--- config.mk ---
export PLATFORM = sky130hd
export DESIGN_NAME = char_lcd_nibble_sequencer
export DESIGN_NICKNAME = d
export VERILOG_FILES = /design/src/hw/rtl/clns_pkg.sv /design/src/hw/rtl/clns_fifo.sv /design/src/hw/rtl/clns_front.sv /design/src/hw/rtl/clns_back.sv /design/src/hw/rtl/char_lcd_nibble_sequencer.sv
export SDC_FILE = /design/constraint.sdc
export NUM_CORES = 1
export LEC_CHECK = 0
export ABC_CLOCK_PERIOD_IN_PS = 9300
export BUFFER_PORTS_ARGS = -buffer_cell sky130_fd_sc_hd__buf_4
export CORE_ASPECT_RATIO = 1.4
export CORE_MARGIN = 2
export CORE_UTILIZATION = 55
export CTS_BUF_LIST = sky130_fd_sc_hd__clkbuf_16
export DETAILED_ROUTE_END_ITERATION = 6
export MAX_ROUTING_LAYER = met4
export PLACE_DENSITY = 0.75
export SYNTH_ARGS = -nofsm -noshare
export SYNTH_HDL_FRONTEND = slang
export SYNTH_HIERARCHICAL = 1
export SYNTH_SLANG_ARGS = --single-unit
--- constraint.sdc ---
create_clock -name clk -period 9.3 [get_ports clk]
set_clock_uncertainty 0.15 [all_clocks]
set_input_delay 2.325 -clock clk [delete_from_list [all_inputs] [get_ports clk]]
set_output_delay 2.325 -clock clk [all_outputs]
set_load 0.01 [all_outputs]
--- src/hw/rtl/clns_pkg.sv ---
// Shared types and constants for the character LCD nibble sequencer.
// Holds the transfer descriptor carried from the front end to the back end.
// Depends on nothing.
package clns_pkg;

  // Input item kinds.
  localparam logic [1:0] KIND_CHAR = 2'd0;
  localparam logic [1:0] KIND_INIT = 2'd1;
  localparam logic [1:0] KIND_RAW  = 2'd2;

  // Control characters that the character rules treat specially.
  localparam logic [7:0] CHR_NEWLINE = 8'h0A;
  localparam logic [7:0] CHR_VTAB    = 8'h0B;
  localparam logic [7:0] CHR_FORMFD  = 8'h0C;
  localparam logic [7:0] CHR_CR      = 8'h0D;

  // Display commands.
  localparam logic [7:0] CMD_CLEAR   = 8'h01;
  localparam logic [7:0] CMD_FUNCSET = 8'h28;
  localparam logic [7:0] CMD_DISPLAY = 8'h0C;
  localparam logic [7:0] CMD_SETADDR = 8'h80;
  localparam logic [7:0] LINE1_ADDR  = 8'h40;
  localparam logic [7:0] INIT_NIBBLE = 8'h02;

  // Hold times in microseconds.
  localparam logic [10:0] HOLD_NONE   = 11'd0;
  localparam logic [10:0] HOLD_STROBE = 11'd1;
  localparam logic [10:0] HOLD_WAIT   = 11'd37;
  localparam logic [10:0] HOLD_CLEAR  = 11'd1637;

  // Pin step numbers within one byte transfer.
  localparam logic [2:0] STEP_FIRST  = 3'd0;
  localparam logic [2:0] STEP_HI_EN  = 3'd1;
  localparam logic [2:0] STEP_LOW    = 3'd3;
  localparam logic [2:0] STEP_LO_EN  = 3'd4;
  localparam logic [2:0] STEP_FINAL  = 3'd5;

  localparam int QUEUE_DEPTH = 4;

  // One transfer handed from the front end to the back end.
  typedef struct packed {
    logic       rs;
    logic       rw;
    logic [7:0] code;
    logic       clear_wait; // final hold includes the clear time
    logic       drive;      // drive_on level for every step
    logic       half;       // low nibble only
    logic       last;       // final transfer of its request
  } xfer_t;

endpackage

--- src/hw/rtl/clns_fifo.sv ---
// Short descriptor queue between the front and back ends of the sequencer.
// Depends on clns_pkg for the descriptor type.
module clns_fifo #(
  parameter int DEPTH = clns_pkg::QUEUE_DEPTH
) (
  input  logic            clk,
  input  logic            rst_n,
  input  logic            push,
  input  clns_pkg::xfer_t wdata,
  input  logic            pop,
  output clns_pkg::xfer_t rdata,
  output logic            full,
  output logic            empty
);

  localparam int AW = (DEPTH > 1) ? $clog2(DEPTH) : 1;
  localparam int CW = $clog2(DEPTH + 1);

  clns_pkg::xfer_t mem [DEPTH];
  logic [AW-1:0] wptr_r, wptr_nxt, rptr_r, rptr_nxt;
  logic [CW-1:0] count_r, count_nxt;

  assign full  = (count_r == CW'(DEPTH));
  assign empty = (count_r == '0);
  assign rdata = mem[rptr_r];

  always_comb begin
    wptr_nxt  = wptr_r;
    rptr_nxt  = rptr_r;
    count_nxt = count_r;
    if (push) begin
      wptr_nxt = (wptr_r == AW'(DEPTH - 1)) ? '0 : wptr_r + AW'(1);
    end
    if (pop) begin
      rptr_nxt = (rptr_r == AW'(DEPTH - 1)) ? '0 : rptr_r + AW'(1);
    end
    if (push && !pop) begin
      count_nxt = count_r + CW'(1);
    end else if (pop && !push) begin
      count_nxt = count_r - CW'(1);
    end
  end

  always_ff @(posedge clk) begin
    if (push) begin
      mem[wptr_r] <= wdata;
    end
  end

  always_ff @(posedge clk) begin
    if (!rst_n) begin
      wptr_r  <= '0;
      rptr_r  <= '0;
      count_r <= '0;
    end else begin
      wptr_r  <= wptr_nxt;
      rptr_r  <= rptr_nxt;
      count_r <= count_nxt;
    end
  end

endmodule

--- src/hw/rtl/clns_front.sv ---
// Front end: accepts requests, applies the character rules and tracks the line
// and pin-drive state, pushing one descriptor per byte transfer.
// Depends on clns_pkg.
module clns_front (
  input  logic            clk,
  input  logic            rst_n,
  input  logic            in_valid,
  output logic            in_ready,
  input  logic [1:0]      in_kind,
  input  logic [7:0]      in_code,
  input  logic            in_reg_select,
  input  logic            in_read_write,
  input  logic            q_full,
  output logic            q_push,
  output clns_pkg::xfer_t q_wdata
);

  logic       line_r, line_nxt;
  logic       driven_r, driven_nxt;
  // Next initialize transfer still to push; zero when none is pending.
  logic [1:0] init_r, init_nxt;

  function automatic clns_pkg::xfer_t init_xfer(input logic [1:0] idx);
    clns_pkg::xfer_t d;
    d            = '0;
    d.drive      = 1'b1;
    case (idx)
      2'd0: begin
        d.code = clns_pkg::INIT_NIBBLE;
        d.half = 1'b1;
      end
      2'd1: d.code = clns_pkg::CMD_FUNCSET;
      2'd2: d.code = clns_pkg::CMD_DISPLAY;
      default: begin
        d.code       = clns_pkg::CMD_CLEAR;
        d.clear_wait = 1'b1;
        d.last       = 1'b1;
      end
    endcase
    return d;
  endfunction

  assign in_ready = (init_r == 2'd0) && !q_full;

  always_comb begin
    line_nxt   = line_r;
    driven_nxt = driven_r;
    init_nxt   = init_r;
    q_push     = 1'b0;
    q_wdata    = '0;
    q_wdata.drive = driven_r;
    q_wdata.last  = 1'b1;

    if (init_r != 2'd0) begin
      q_wdata = init_xfer(init_r);
      if (!q_full) begin
        q_push   = 1'b1;
        init_nxt = (init_r == 2'd3) ? 2'd0 : init_r + 2'd1;
      end
    end else if (in_valid && in_ready) begin
      case (in_kind)
        clns_pkg::KIND_CHAR: begin
          q_push = 1'b1;
          case (in_code)
            clns_pkg::CHR_FORMFD: begin
              q_wdata.code       = clns_pkg::CMD_CLEAR;
              q_wdata.clear_wait = 1'b1;
              line_nxt           = 1'b0;
            end
            clns_pkg::CHR_NEWLINE, clns_pkg::CHR_VTAB: begin
              q_wdata.code = line_r ? clns_pkg::CMD_SETADDR
                                    : (clns_pkg::CMD_SETADDR | clns_pkg::LINE1_ADDR);
              line_nxt     = !line_r;
            end
            clns_pkg::CHR_CR: begin
              q_wdata.code = clns_pkg::CMD_SETADDR;
              line_nxt     = 1'b0;
            end
            default: begin
              q_wdata.code = in_code;
              q_wdata.rs   = 1'b1;
            end
          endcase
        end
        clns_pkg::KIND_INIT: begin
          driven_nxt = 1'b1;
          q_push     = 1'b1;
          q_wdata    = init_xfer(2'd0);
          init_nxt   = 2'd1;
        end
        clns_pkg::KIND_RAW: begin
          q_push       = 1'b1;
          q_wdata.code = in_code;
          q_wdata.rs   = in_reg_select;
          q_wdata.rw   = in_read_write;
        end
        default: begin
          // Unused kind: taken and dropped.
          q_push = 1'b0;
        end
      endcase
    end
  end

  always_ff @(posedge clk) begin
    if (!rst_n) begin
      line_r   <= 1'b0;
      driven_r <= 1'b0;
      init_r   <= 2'd0;
    end else begin
      line_r   <= line_nxt;
      driven_r <= driven_nxt;
      init_r   <= init_nxt;
    end
  end

endmodule

--- src/hw/rtl/clns_back.sv ---
// Back end: expands each queued transfer into its pin steps, one per cycle unless
// the receiver stalls, into a registered output stage. Depends on clns_pkg.
module clns_back (
  input  logic            clk,
  input  logic            rst_n,
  input  logic            q_empty,
  input  clns_pkg::xfer_t q_rdata,
  output logic            q_pop,
  output logic            out_valid,
  input  logic            out_ready,
  output logic            out_rs_pin,
  output logic            out_rw_pin,
  output logic [3:0]      out_data_nibble,
  output logic            out_enable_pin,
  output logic            out_drive_on,
  output logic [10:0]     out_hold_us,
  output logic            out_last
);

  clns_pkg::xfer_t cur_r, cur_nxt;
  logic            cur_valid_r, cur_valid_nxt;
  logic [2:0]      step_r, step_nxt;
  logic            out_valid_r;
  logic            rs_r, rw_r, en_r, drv_r, last_r;
  logic [3:0]      nib_r;
  logic [10:0]     hold_r;

  logic            adv;
  logic            en_s;
  logic [3:0]      nib_s;
  logic [10:0]     hold_s;

  assign adv   = !out_valid_r || out_ready;
  assign q_pop = !q_empty &&
                 (!cur_valid_r || (adv && step_r == clns_pkg::STEP_FINAL));

  // Pin levels of the current step.
  always_comb begin
    nib_s  = (step_r < clns_pkg::STEP_LOW) ? cur_r.code[7:4] : cur_r.code[3:0];
    en_s   = (step_r == clns_pkg::STEP_HI_EN) || (step_r == clns_pkg::STEP_LO_EN);
    hold_s = clns_pkg::HOLD_NONE;
    if (en_s) begin
      hold_s = clns_pkg::HOLD_STROBE;
    end else if (step_r == clns_pkg::STEP_FINAL) begin
      hold_s = cur_r.clear_wait ? clns_pkg::HOLD_CLEAR : clns_pkg::HOLD_WAIT;
    end
  end

  always_comb begin
    cur_nxt       = cur_r;
    cur_valid_nxt = cur_valid_r;
    step_nxt      = step_r;
    if (q_pop) begin
      cur_nxt       = q_rdata;
      cur_valid_nxt = 1'b1;
      step_nxt      = q_rdata.half ? clns_pkg::STEP_LOW : clns_pkg::STEP_FIRST;
    end else if (cur_valid_r && adv) begin
      if (step_r == clns_pkg::STEP_FINAL) begin
        cur_valid_nxt = 1'b0;
      end else begin
        step_nxt = step_r + 3'd1;
      end
    end
  end

  always_ff @(posedge clk) begin
    if (!rst_n) begin
      cur_valid_r <= 1'b0;
      out_valid_r <= 1'b0;
    end else begin
      cur_valid_r <= cur_valid_nxt;
      if (adv) begin
        out_valid_r <= cur_valid_r;
      end
    end
  end

  always_ff @(posedge clk) begin
    cur_r  <= cur_nxt;
    step_r <= step_nxt;
    if (adv && cur_valid_r) begin
      rs_r   <= cur_r.rs;
      rw_r   <= cur_r.rw;
      nib_r  <= nib_s;
      en_r   <= en_s;
      drv_r  <= cur_r.drive;
      hold_r <= hold_s;
      last_r <= cur_r.last && (step_r == clns_pkg::STEP_FINAL);
    end
  end

  assign out_valid       = out_valid_r;
  assign out_rs_pin      = rs_r;
  assign out_rw_pin      = rw_r;
  assign out_data_nibble = nib_r;
  assign out_enable_pin  = en_r;
  assign out_drive_on    = drv_r;
  assign out_hold_us     = hold_r;
  assign out_last        = last_r;

endmodule

--- src/hw/rtl/char_lcd_nibble_sequencer.sv ---
// Character LCD sequencer for a 4-bit bus: each request (character, initialize or
// raw transfer) becomes a run of pin steps with hold times in microseconds, and the
// step marked last closes the request. A character or raw transfer gives six steps
// and an initialize gives 21; the single step generator in the back end emits one
// step per cycle unless the receiver stalls. Requests of the unused kind give no
// steps. A queue of QUEUE_DEPTH transfers lets the front end take further requests
// while earlier steps are still going out.
// Depends on clns_pkg, clns_front, clns_fifo and clns_back.
module char_lcd_nibble_sequencer #(
  parameter int QUEUE_DEPTH = clns_pkg::QUEUE_DEPTH
) (
  input  logic        clk,
  input  logic        rst_n,
  input  logic        in_valid,
  output logic        in_ready,
  input  logic [1:0]  in_kind,
  input  logic [7:0]  in_code,
  input  logic        in_reg_select,
  input  logic        in_read_write,
  output logic        out_valid,
  input  logic        out_ready,
  output logic        out_rs_pin,
  output logic        out_rw_pin,
  output logic [3:0]  out_data_nibble,
  output logic        out_enable_pin,
  output logic        out_drive_on,
  output logic [10:0] out_hold_us,
  output logic        out_last
);

  clns_pkg::xfer_t q_wdata, q_rdata;
  logic            q_push, q_pop, q_full, q_empty;

  clns_front u_front (
    .clk           (clk),
    .rst_n         (rst_n),
    .in_valid      (in_valid),
    .in_ready      (in_ready),
    .in_kind       (in_kind),
    .in_code       (in_code),
    .in_reg_select (in_reg_select),
    .in_read_write (in_read_write),
    .q_full        (q_full),
    .q_push        (q_push),
    .q_wdata       (q_wdata)
  );

  clns_fifo #(
    .DEPTH (QUEUE_DEPTH)
  ) u_fifo (
    .clk   (clk),
    .rst_n (rst_n),
    .push  (q_push),
    .wdata (q_wdata),
    .pop   (q_pop),
    .rdata (q_rdata),
    .full  (q_full),
    .empty (q_empty)
  );

  clns_back u_back (
    .clk             (clk),
    .rst_n           (rst_n),
    .q_empty         (q_empty),
    .q_rdata         (q_rdata),
    .q_pop           (q_pop),
    .out_valid       (out_valid),
    .out_ready       (out_ready),
    .out_rs_pin      (out_rs_pin),
    .out_rw_pin      (out_rw_pin),
    .out_data_nibble (out_data_nibble),
    .out_enable_pin  (out_enable_pin),
    .out_drive_on    (out_drive_on),
    .out_hold_us     (out_hold_us),
    .out_last        (out_last)
  );

endmodule

==> results.ini, run 1 <==
[outcome]
status=finished clean

[worst_setup_path]
crit_arrival_ns=4.59
cp_max_fo=16
crit_required_ns=9.41
crit_type=in -> reg
cp_cell_sequence=buf_4 > nor2b_1 > o21a_1 > nor2_1 > buf_4 > inv_1 > ha_1 > inv_1 > fa_1 > xor2_1 > or3_1 > a21boi_0
slowest_stage=fa_1
critical-path-top-delay-family=simple AND/OR/NAND/NOR gates
critPathBufInv=4
start_kind=primary input
crit_path_end_kind=flop
slowest_delay_ns=0.37

[route]
drtIter0Drc=119
vias_per_cell=5.622
drt_wl_total_mm=6.660
wl_per_cell_um=16.78
dr.pass1.iters=4
drc=0
vias=2232
ant_nets=0

[final_layout]
stdcell_count=397
antenna_cells=0
fin_nets=325
syn2layout_area_growth_pct=14.45
seqCellArea_um2=2823
final_area_um2=4827
num-fill-cells=533
multiInputGateArea_um2=1250
drive_gt1_frac=0.2233

[synthesis]
synth_ff_type=edfxtp_1
synth_warnings=6
synth_area_per_cell_um2=16.16
synth-xor-area-share=0.008306
yosysUniqueCellTypes=50
synth.most_common_cell=edfxtp_1
synthTopCellsByCount=84 x edfxtp_1, 15 x dfxtp_1, 14 x inv_1, 13 x ha_1, 11 x nand2_1
synth_mux_area_frac=0.1068
synth_edf_count=84
synth-async-reset-ratio=0
synth_top_cells_by_area=edfxtp_1 60%, dfxtp_1 7.1%, mux4_2 5.3%, ha_1 3.9%, mux4_1 2.5%
yosysTopAreaCellShare=0.5980
synth-compound-area-share=0.05132
yosys.area_share.simple=0.08217
synth_seq_cells=99
yosysSeqAreaShare=0.6692
syn_inst=261
netlist_area_um2=4218
yosysTopAreaCell=edfxtp_1
synth_top_family_by_area=multiplexers
synthAdderAreaFrac=0.04331

[global_route]
grt_pass1_wl_mm=11.23
grt_usage=0.1865
antenna_found_initial=0
first_global_vias=2268
grt_overflow=0
grt_max_degree=17

[pwr]
ir_drop_uv=134.3
power_density_nw_per_um2=298.9
switchingPower_uw=378.2
power.internal_uw=1065
p_leak_uw=0.001779
pwr-share-seq=0.481
p_sw_frac=0.2621
pwr-share-comb=0.238
clockPowerShare=0.280

[sta]
min_period_ns=4.478
setup_slack_ns=4.822
slew_headroom=0.3197
finalSetupTns_ns=0
clock.fmax_ghz=0.2233
rsz0062_at_grt=no
maxSlewViolCount=0
fin_crit_sh=0.4815
setup-violations-final=0
hold_viol=0
tightest_slew_ns=1.018

[placement]
dp_cells=381
dpl_cell_area_um2=4494
io_buffers=32
place.gp.congestion=0.8199
hpwl_mm=4.561
dp_slack_ns=4.479

[min_path]
hp-class=reg -> reg

[clock_tree]
clock_path_buffers=2
postCtsSetupBuffers=0
cts_tree=built
clk_latency_ns=0.33
clockRootBuffer=clkbuf_16
cts_hold_buf=0
post_cts_resized=0
numClockSinks=99
cts_made_buffers=9
path_clk_slew_ns=0.06
cts.htree.levels=3

[run]
max_cap_viol_count=0

[floorplanning]
initial_core_util=0.5694
ios=38
fp.dieW_um=78.01
core_area_um2=7407
chipHeight_um=107.6
dieArea_um2=8395
rows=37

==> per-stage QoR <==
stage               hold slack (ns)  power, uW  utilization
global route                 0.2880       1521       0.6517
floorplan                    0.2503      951.7            -
global placement             0.2535       1036       0.6068
finish                       0.2731       1443       0.6517
detailed placement           0.2689       1050       0.6068
CTS                          0.2822       1457       0.6517
==> power groups by stage <==
| stage | registers, uW | clock network, uW | logic [uW] |
|---|---|---|---|
| after CTS | 697 | 413 | 347 |
| after floorplan | 681 | 0 | 270 |
| final | 694 | 405 | 344 |
| after detailed placement | 705 | 0 | 344 |
| after global routing | 711 | 431 | 379 |
| after global placement | 700 | 0 | 336 |
==> logic make-up (layout without fill, tap and decap cells) <==
group                    count (synthesis)  count (layout)
AO/OA/AOI/OAI                           30              30
XOR/XNOR                                 4               4
adder cells (fa/ha/maj)                 14              14
buffers and inverters                   28              63
flip-flops                              99              99
multiplexers                            25              25
other                                    1               5
AND/OR/NAND/NOR                         60              60
==> cells in the final DEF (no fill, tap or decap), types with 9 or more instances in the layout <==
cell type / count
ha_1: 13
buf_4: 33
clkbuf_16: 9
nor2b_1: 9
nand2_1: 11
inv_1: 15
dfxtp_1: 15
mux4_2: 10
edfxtp_1: 84
==> registers in the layout (all words and copies together) (netlist names), named ones only <==
| register | cells |
|---|---|
| u_fifo/mem | 56 |
| u_back/cur_r | 13 |
| u_back/out_data_nibble | 4 |
| u_back/out_hold_us | 3 |
| u_back/step_r | 3 |
| u_fifo/count_r | 3 |
| u_fifo/rptr_r | 2 |
| u_fifo/wptr_r | 2 |
| u_front/init_r | 2 |
| u_back/cur_valid_r | 1 |
| u_back/out_drive_on | 1 |
| u_back/out_enable_pin | 1 |
| u_back/out_last | 1 |
| u_back/out_rs_pin | 1 |
| u_back/out_rw_pin | 1 |
| u_back/out_valid | 1 |
| u_front/driven_r | 1 |
| u_front/line_r | 1 |
==> worst paths after layout <==
path | from | to | slack (ns) | cells past startpoint
max | out_ready | u_fifo/count_r[2]$_SDFFE_PN0P_ | 4.82 | 12
max reg2reg | u_back/step_r[0]$_DFFE_PP_ | u_fifo/count_r[2]$_SDFFE_PN0P_ | 6.33 | 12
min | u_back/cur_r[2]$_DFFE_PP_ | u_back/out_drive_on$_DFFE_PP_ | 0.27 | 0
min reg2reg | u_back/cur_r[2]$_DFFE_PP_ | u_back/out_drive_on$_DFFE_PP_ | 0.27 | 0
==> final cells by class <==
type / count / share of cell area
Multi-Input combinational cell: 138 / 0.2589
Sequential cell: 99 / 0.5848
Tap cell: 97 / 0.02514
Clock inverter: 7 / 0.02229
Clock buffer: 9 / 0.04666
Inverter: 14 / 0.01089
Timing Repair Buffer: 33 / 0.05132
==> per-layer routing <==
metal	vias up	track usage	part of all wire
met3	15	0.04279	0.040
met2	65	0.3116	0.53
met4	0	0.09524	0.029
met1	1097	0.2105	0.40
li1	1055	-	-
met5	-	-	0
==> worst register-to-register path: cells and delay by family (launching register included) <==
family                     cells  cell delay, ns
adders and majority gates      3            0.84
DFF                            1            0.46
AOI/OAI and AO/OA              2            0.39
buffers and inverters          3            0.41
xor gates and xnor gates       1            0.16
and+or+nand+nor                3            0.49
No activity file was read; power rests on OpenSTA's default activity.
==> inputs of run 2 (changes only) <==
--- a/config.mk
+++ b/config.mk
@@ -5,11 +5,11 @@
 export SDC_FILE = /design/constraint.sdc
 export NUM_CORES = 1
 export LEC_CHECK = 0
-export ABC_CLOCK_PERIOD_IN_PS = 9300
+export ABC_CLOCK_PERIOD_IN_PS = 3700
 export BUFFER_PORTS_ARGS = -buffer_cell sky130_fd_sc_hd__buf_4
 export CORE_ASPECT_RATIO = 1.4
 export CORE_MARGIN = 2
-export CORE_UTILIZATION = 55
+export CORE_UTILIZATION = 53
 export CTS_BUF_LIST = sky130_fd_sc_hd__clkbuf_16
 export DETAILED_ROUTE_END_ITERATION = 6
 export MAX_ROUTING_LAYER = met4
==> constraint.sdc (replaced) <==
create_clock -name clk -period 3.7 [get_ports clk]
set_clock_uncertainty 0.15 [all_clocks]
set_input_delay 0.925 -clock clk [delete_from_list [all_inputs] [get_ports clk]]
set_output_delay 0.925 -clock clk [all_outputs]
set_load 0.01 [all_outputs]
==> run 2 against run 1 <==
  * Global-route usage decreased by 1.7 points
  * Critical path depth shrank 1
  * Non-clock buffer count up 2
  * Sequential power rose to 2.5 times the previous value
  * Routed wire length shrank 1.4%
  * Clock power is 110% higher
  * First-iteration DRC count grew 23%
  * Setup slack worse by 4.0 ns
  * Register-to-register slack got worse by 5.4 ns
  * Sequential share of layout area is 0.43 points higher
  * Highest routed layer unchanged
==> results.ini, run 2 (synthesis gave the netlist of run 1 again) <==
[outcome]
status=finished clean

[clock_tree]
post_cts_resized=0  ; unchanged
numClockSinks=99  ; unchanged
clk_latency_ns=0.33  ; about the same
cts_tree=built
path_clk_slew_ns=0.06  ; about the same
cts_hold_buf=0  ; unchanged
clock_path_buffers=2  ; unchanged
clockRootBuffer=clkbuf_16
cts_made_buffers=9  ; unchanged
postCtsSetupBuffers=0  ; unchanged
cts.htree.levels=3  ; unchanged

[floorplanning]
dieArea_um2=8698  ; +3.6%
initial_core_util=0.5442  ; -0.02519
rows=38  ; +2.7%
chipHeight_um=109.6  ; +1.8%
core_area_um2=7750  ; +4.6%
ios=38  ; unchanged
fp.dieW_um=79.40  ; +1.8%

[worst_setup_path]
slowest_stage=fa_1
critical_path.most_common_cell=inv_1
cp_max_fo=5  ; -11
r2r_setup_slack_ns=0.91  ; -5.42 ns
cp_cell_sequence=buf_4 > nor2b_1 > o21a_1 > nor2_1 > inv_1 > ha_1 > inv_1 > fa_1 > xor2_1 > or3_1 > a21boi_0
start_kind=primary input
crit_required_ns=3.80  ; -5.61 ns
crit_path_end_kind=flop
crit_type=in -> reg
crit_arrival_ns=3.00  ; -1.59 ns
slowest_delay_ns=0.37  ; about the same

[final_layout]
post-route-util=0.6183  ; -0.03335
syn2layout_area_growth_pct=13.62
largest_reg_flops=56  ; unchanged
layout_common_cells=84 x edfxtp_1, 35 x buf_4, 17 x inv_1
final_common_cell=edfxtp_1
antenna_cells=0  ; unchanged
stdcell_count=402  ; +1.3%
fin_nets=327  ; +0.62%
drive_gt1_frac=0.2185  ; -0.004790
regMostFlops=u_fifo/mem

[placement]
io_buffers=32  ; unchanged
place.gp.congestion=0.8347  ; +1.8%
dp_cells=386  ; +1.3%
hpwl_mm=4.647  ; +1.9%

[route]
drt_wl_total_mm=6.569  ; -1.4%
vias=2255  ; +1.0%
drc=0  ; unchanged
drtIter0Drc=146  ; +23%
wl_per_cell_um=16.34  ; -2.6%
ant_nets=0  ; unchanged
dr.pass1.iters=4  ; unchanged
vias_per_cell=5.609  ; -0.23%

[global_route]
grt_max_degree=16  ; -1
grt_overflow=0  ; unchanged
grt_pass1_wl_mm=10.53  ; -6.3%
first_global_vias=2175  ; -4.1%
grt_usage=0.1690  ; -0.01743
antenna_found_initial=0  ; unchanged

[sta]
setup-violations-final=0  ; unchanged
finalSetupTns_ns=0  ; unchanged
slew_headroom=0.4014  ; +0.08166
tightest_slew_ns=0.8967  ; -0.1216 ns
hold_viol=0  ; unchanged
clock.fmax_ghz=0.3444
fin_crit_sh=0.7847
rsz0062_at_grt=no
min_period_ns=2.903
maxSlewViolCount=0  ; unchanged

[pwr]
power_density_nw_per_um2=726.5  ; +140%
p_total_uw=3482  ; +140%
ir_drop_uv=332.4  ; +150%
p_leak_uw=0.001770  ; -0.56%

[min_path]
hp-class=reg -> reg

[run]
max_cap_viol_count=0  ; unchanged

## run 2: changes by cell type in the layout (fill, tap and decap cells not counted), sizes merged
cell    previous run  this run
buf               33        35
bufinv             3         1
inv               15        17
## run 2: final timing paths
check                        startpoint                              to  depth (start not counted)
min          u_back/cur_r[13]$_DFFE_PP_     u_back/out_rs_pin$_DFFE_PP_                          0
max reg2reg  u_back/step_r[0]$_DFFE_PP_  u_fifo/count_r[2]$_SDFFE_PN0P_                         11
min reg2reg  u_back/cur_r[13]$_DFFE_PP_     u_back/out_rs_pin$_DFFE_PP_                          0
max                           out_ready  u_fifo/count_r[2]$_SDFFE_PN0P_                         11
## run 2: power by group
part / leakage [uW] / internal (uW) / total [uW] / switching (uW)
Combinational: 0.000701 / 453 / 877 / 424
Clock: 0.000148 / 510 / 862 / 352
Sequential: 0.000921 / 1580 / 1740 / 163
## run 2: area by class of cell
cell class              instances  area, um2
clock buffers                   9      225.2
flip-flops and latches         99       2823
repair buffers                 35      262.8
clock inverters                 7      53.80
well taps                     100      125.1
multi-input cells             138       1250
inverters                      14      52.55
fillers                       567       2958
## run 2: through the flow
stage	instance area, um2	hold slack (ns)	setup slack (ns)
global route	4792	0.2780	0.6529
global placement	4513	0.2535	0.5956
detailed placement	4513	0.2563	0.4657
CTS	4792	0.2713	0.8136
floorplan	4233	0.2503	0.4755
finish	4792	0.2704	0.7967
## run 2: critical path: cells and delay by family
family	cells	cell delay, ns
AOI/OAI and AO/OA	2	0.43
adders and majority gates	2	0.55
buffers and inverters	3	0.30
xor gates and xnor gates	1	0.16
and+or+nand+nor	3	0.63
## run 2: layer usage
metal,vias to the layer above,track usage,share of wire
met1,1107,0.1863,0.40
met3,13,0.04105,0.040
li1,1064,-,-
met2,71,0.2918,0.54
met5,-,-,0
met4,0,0.07389,0.022
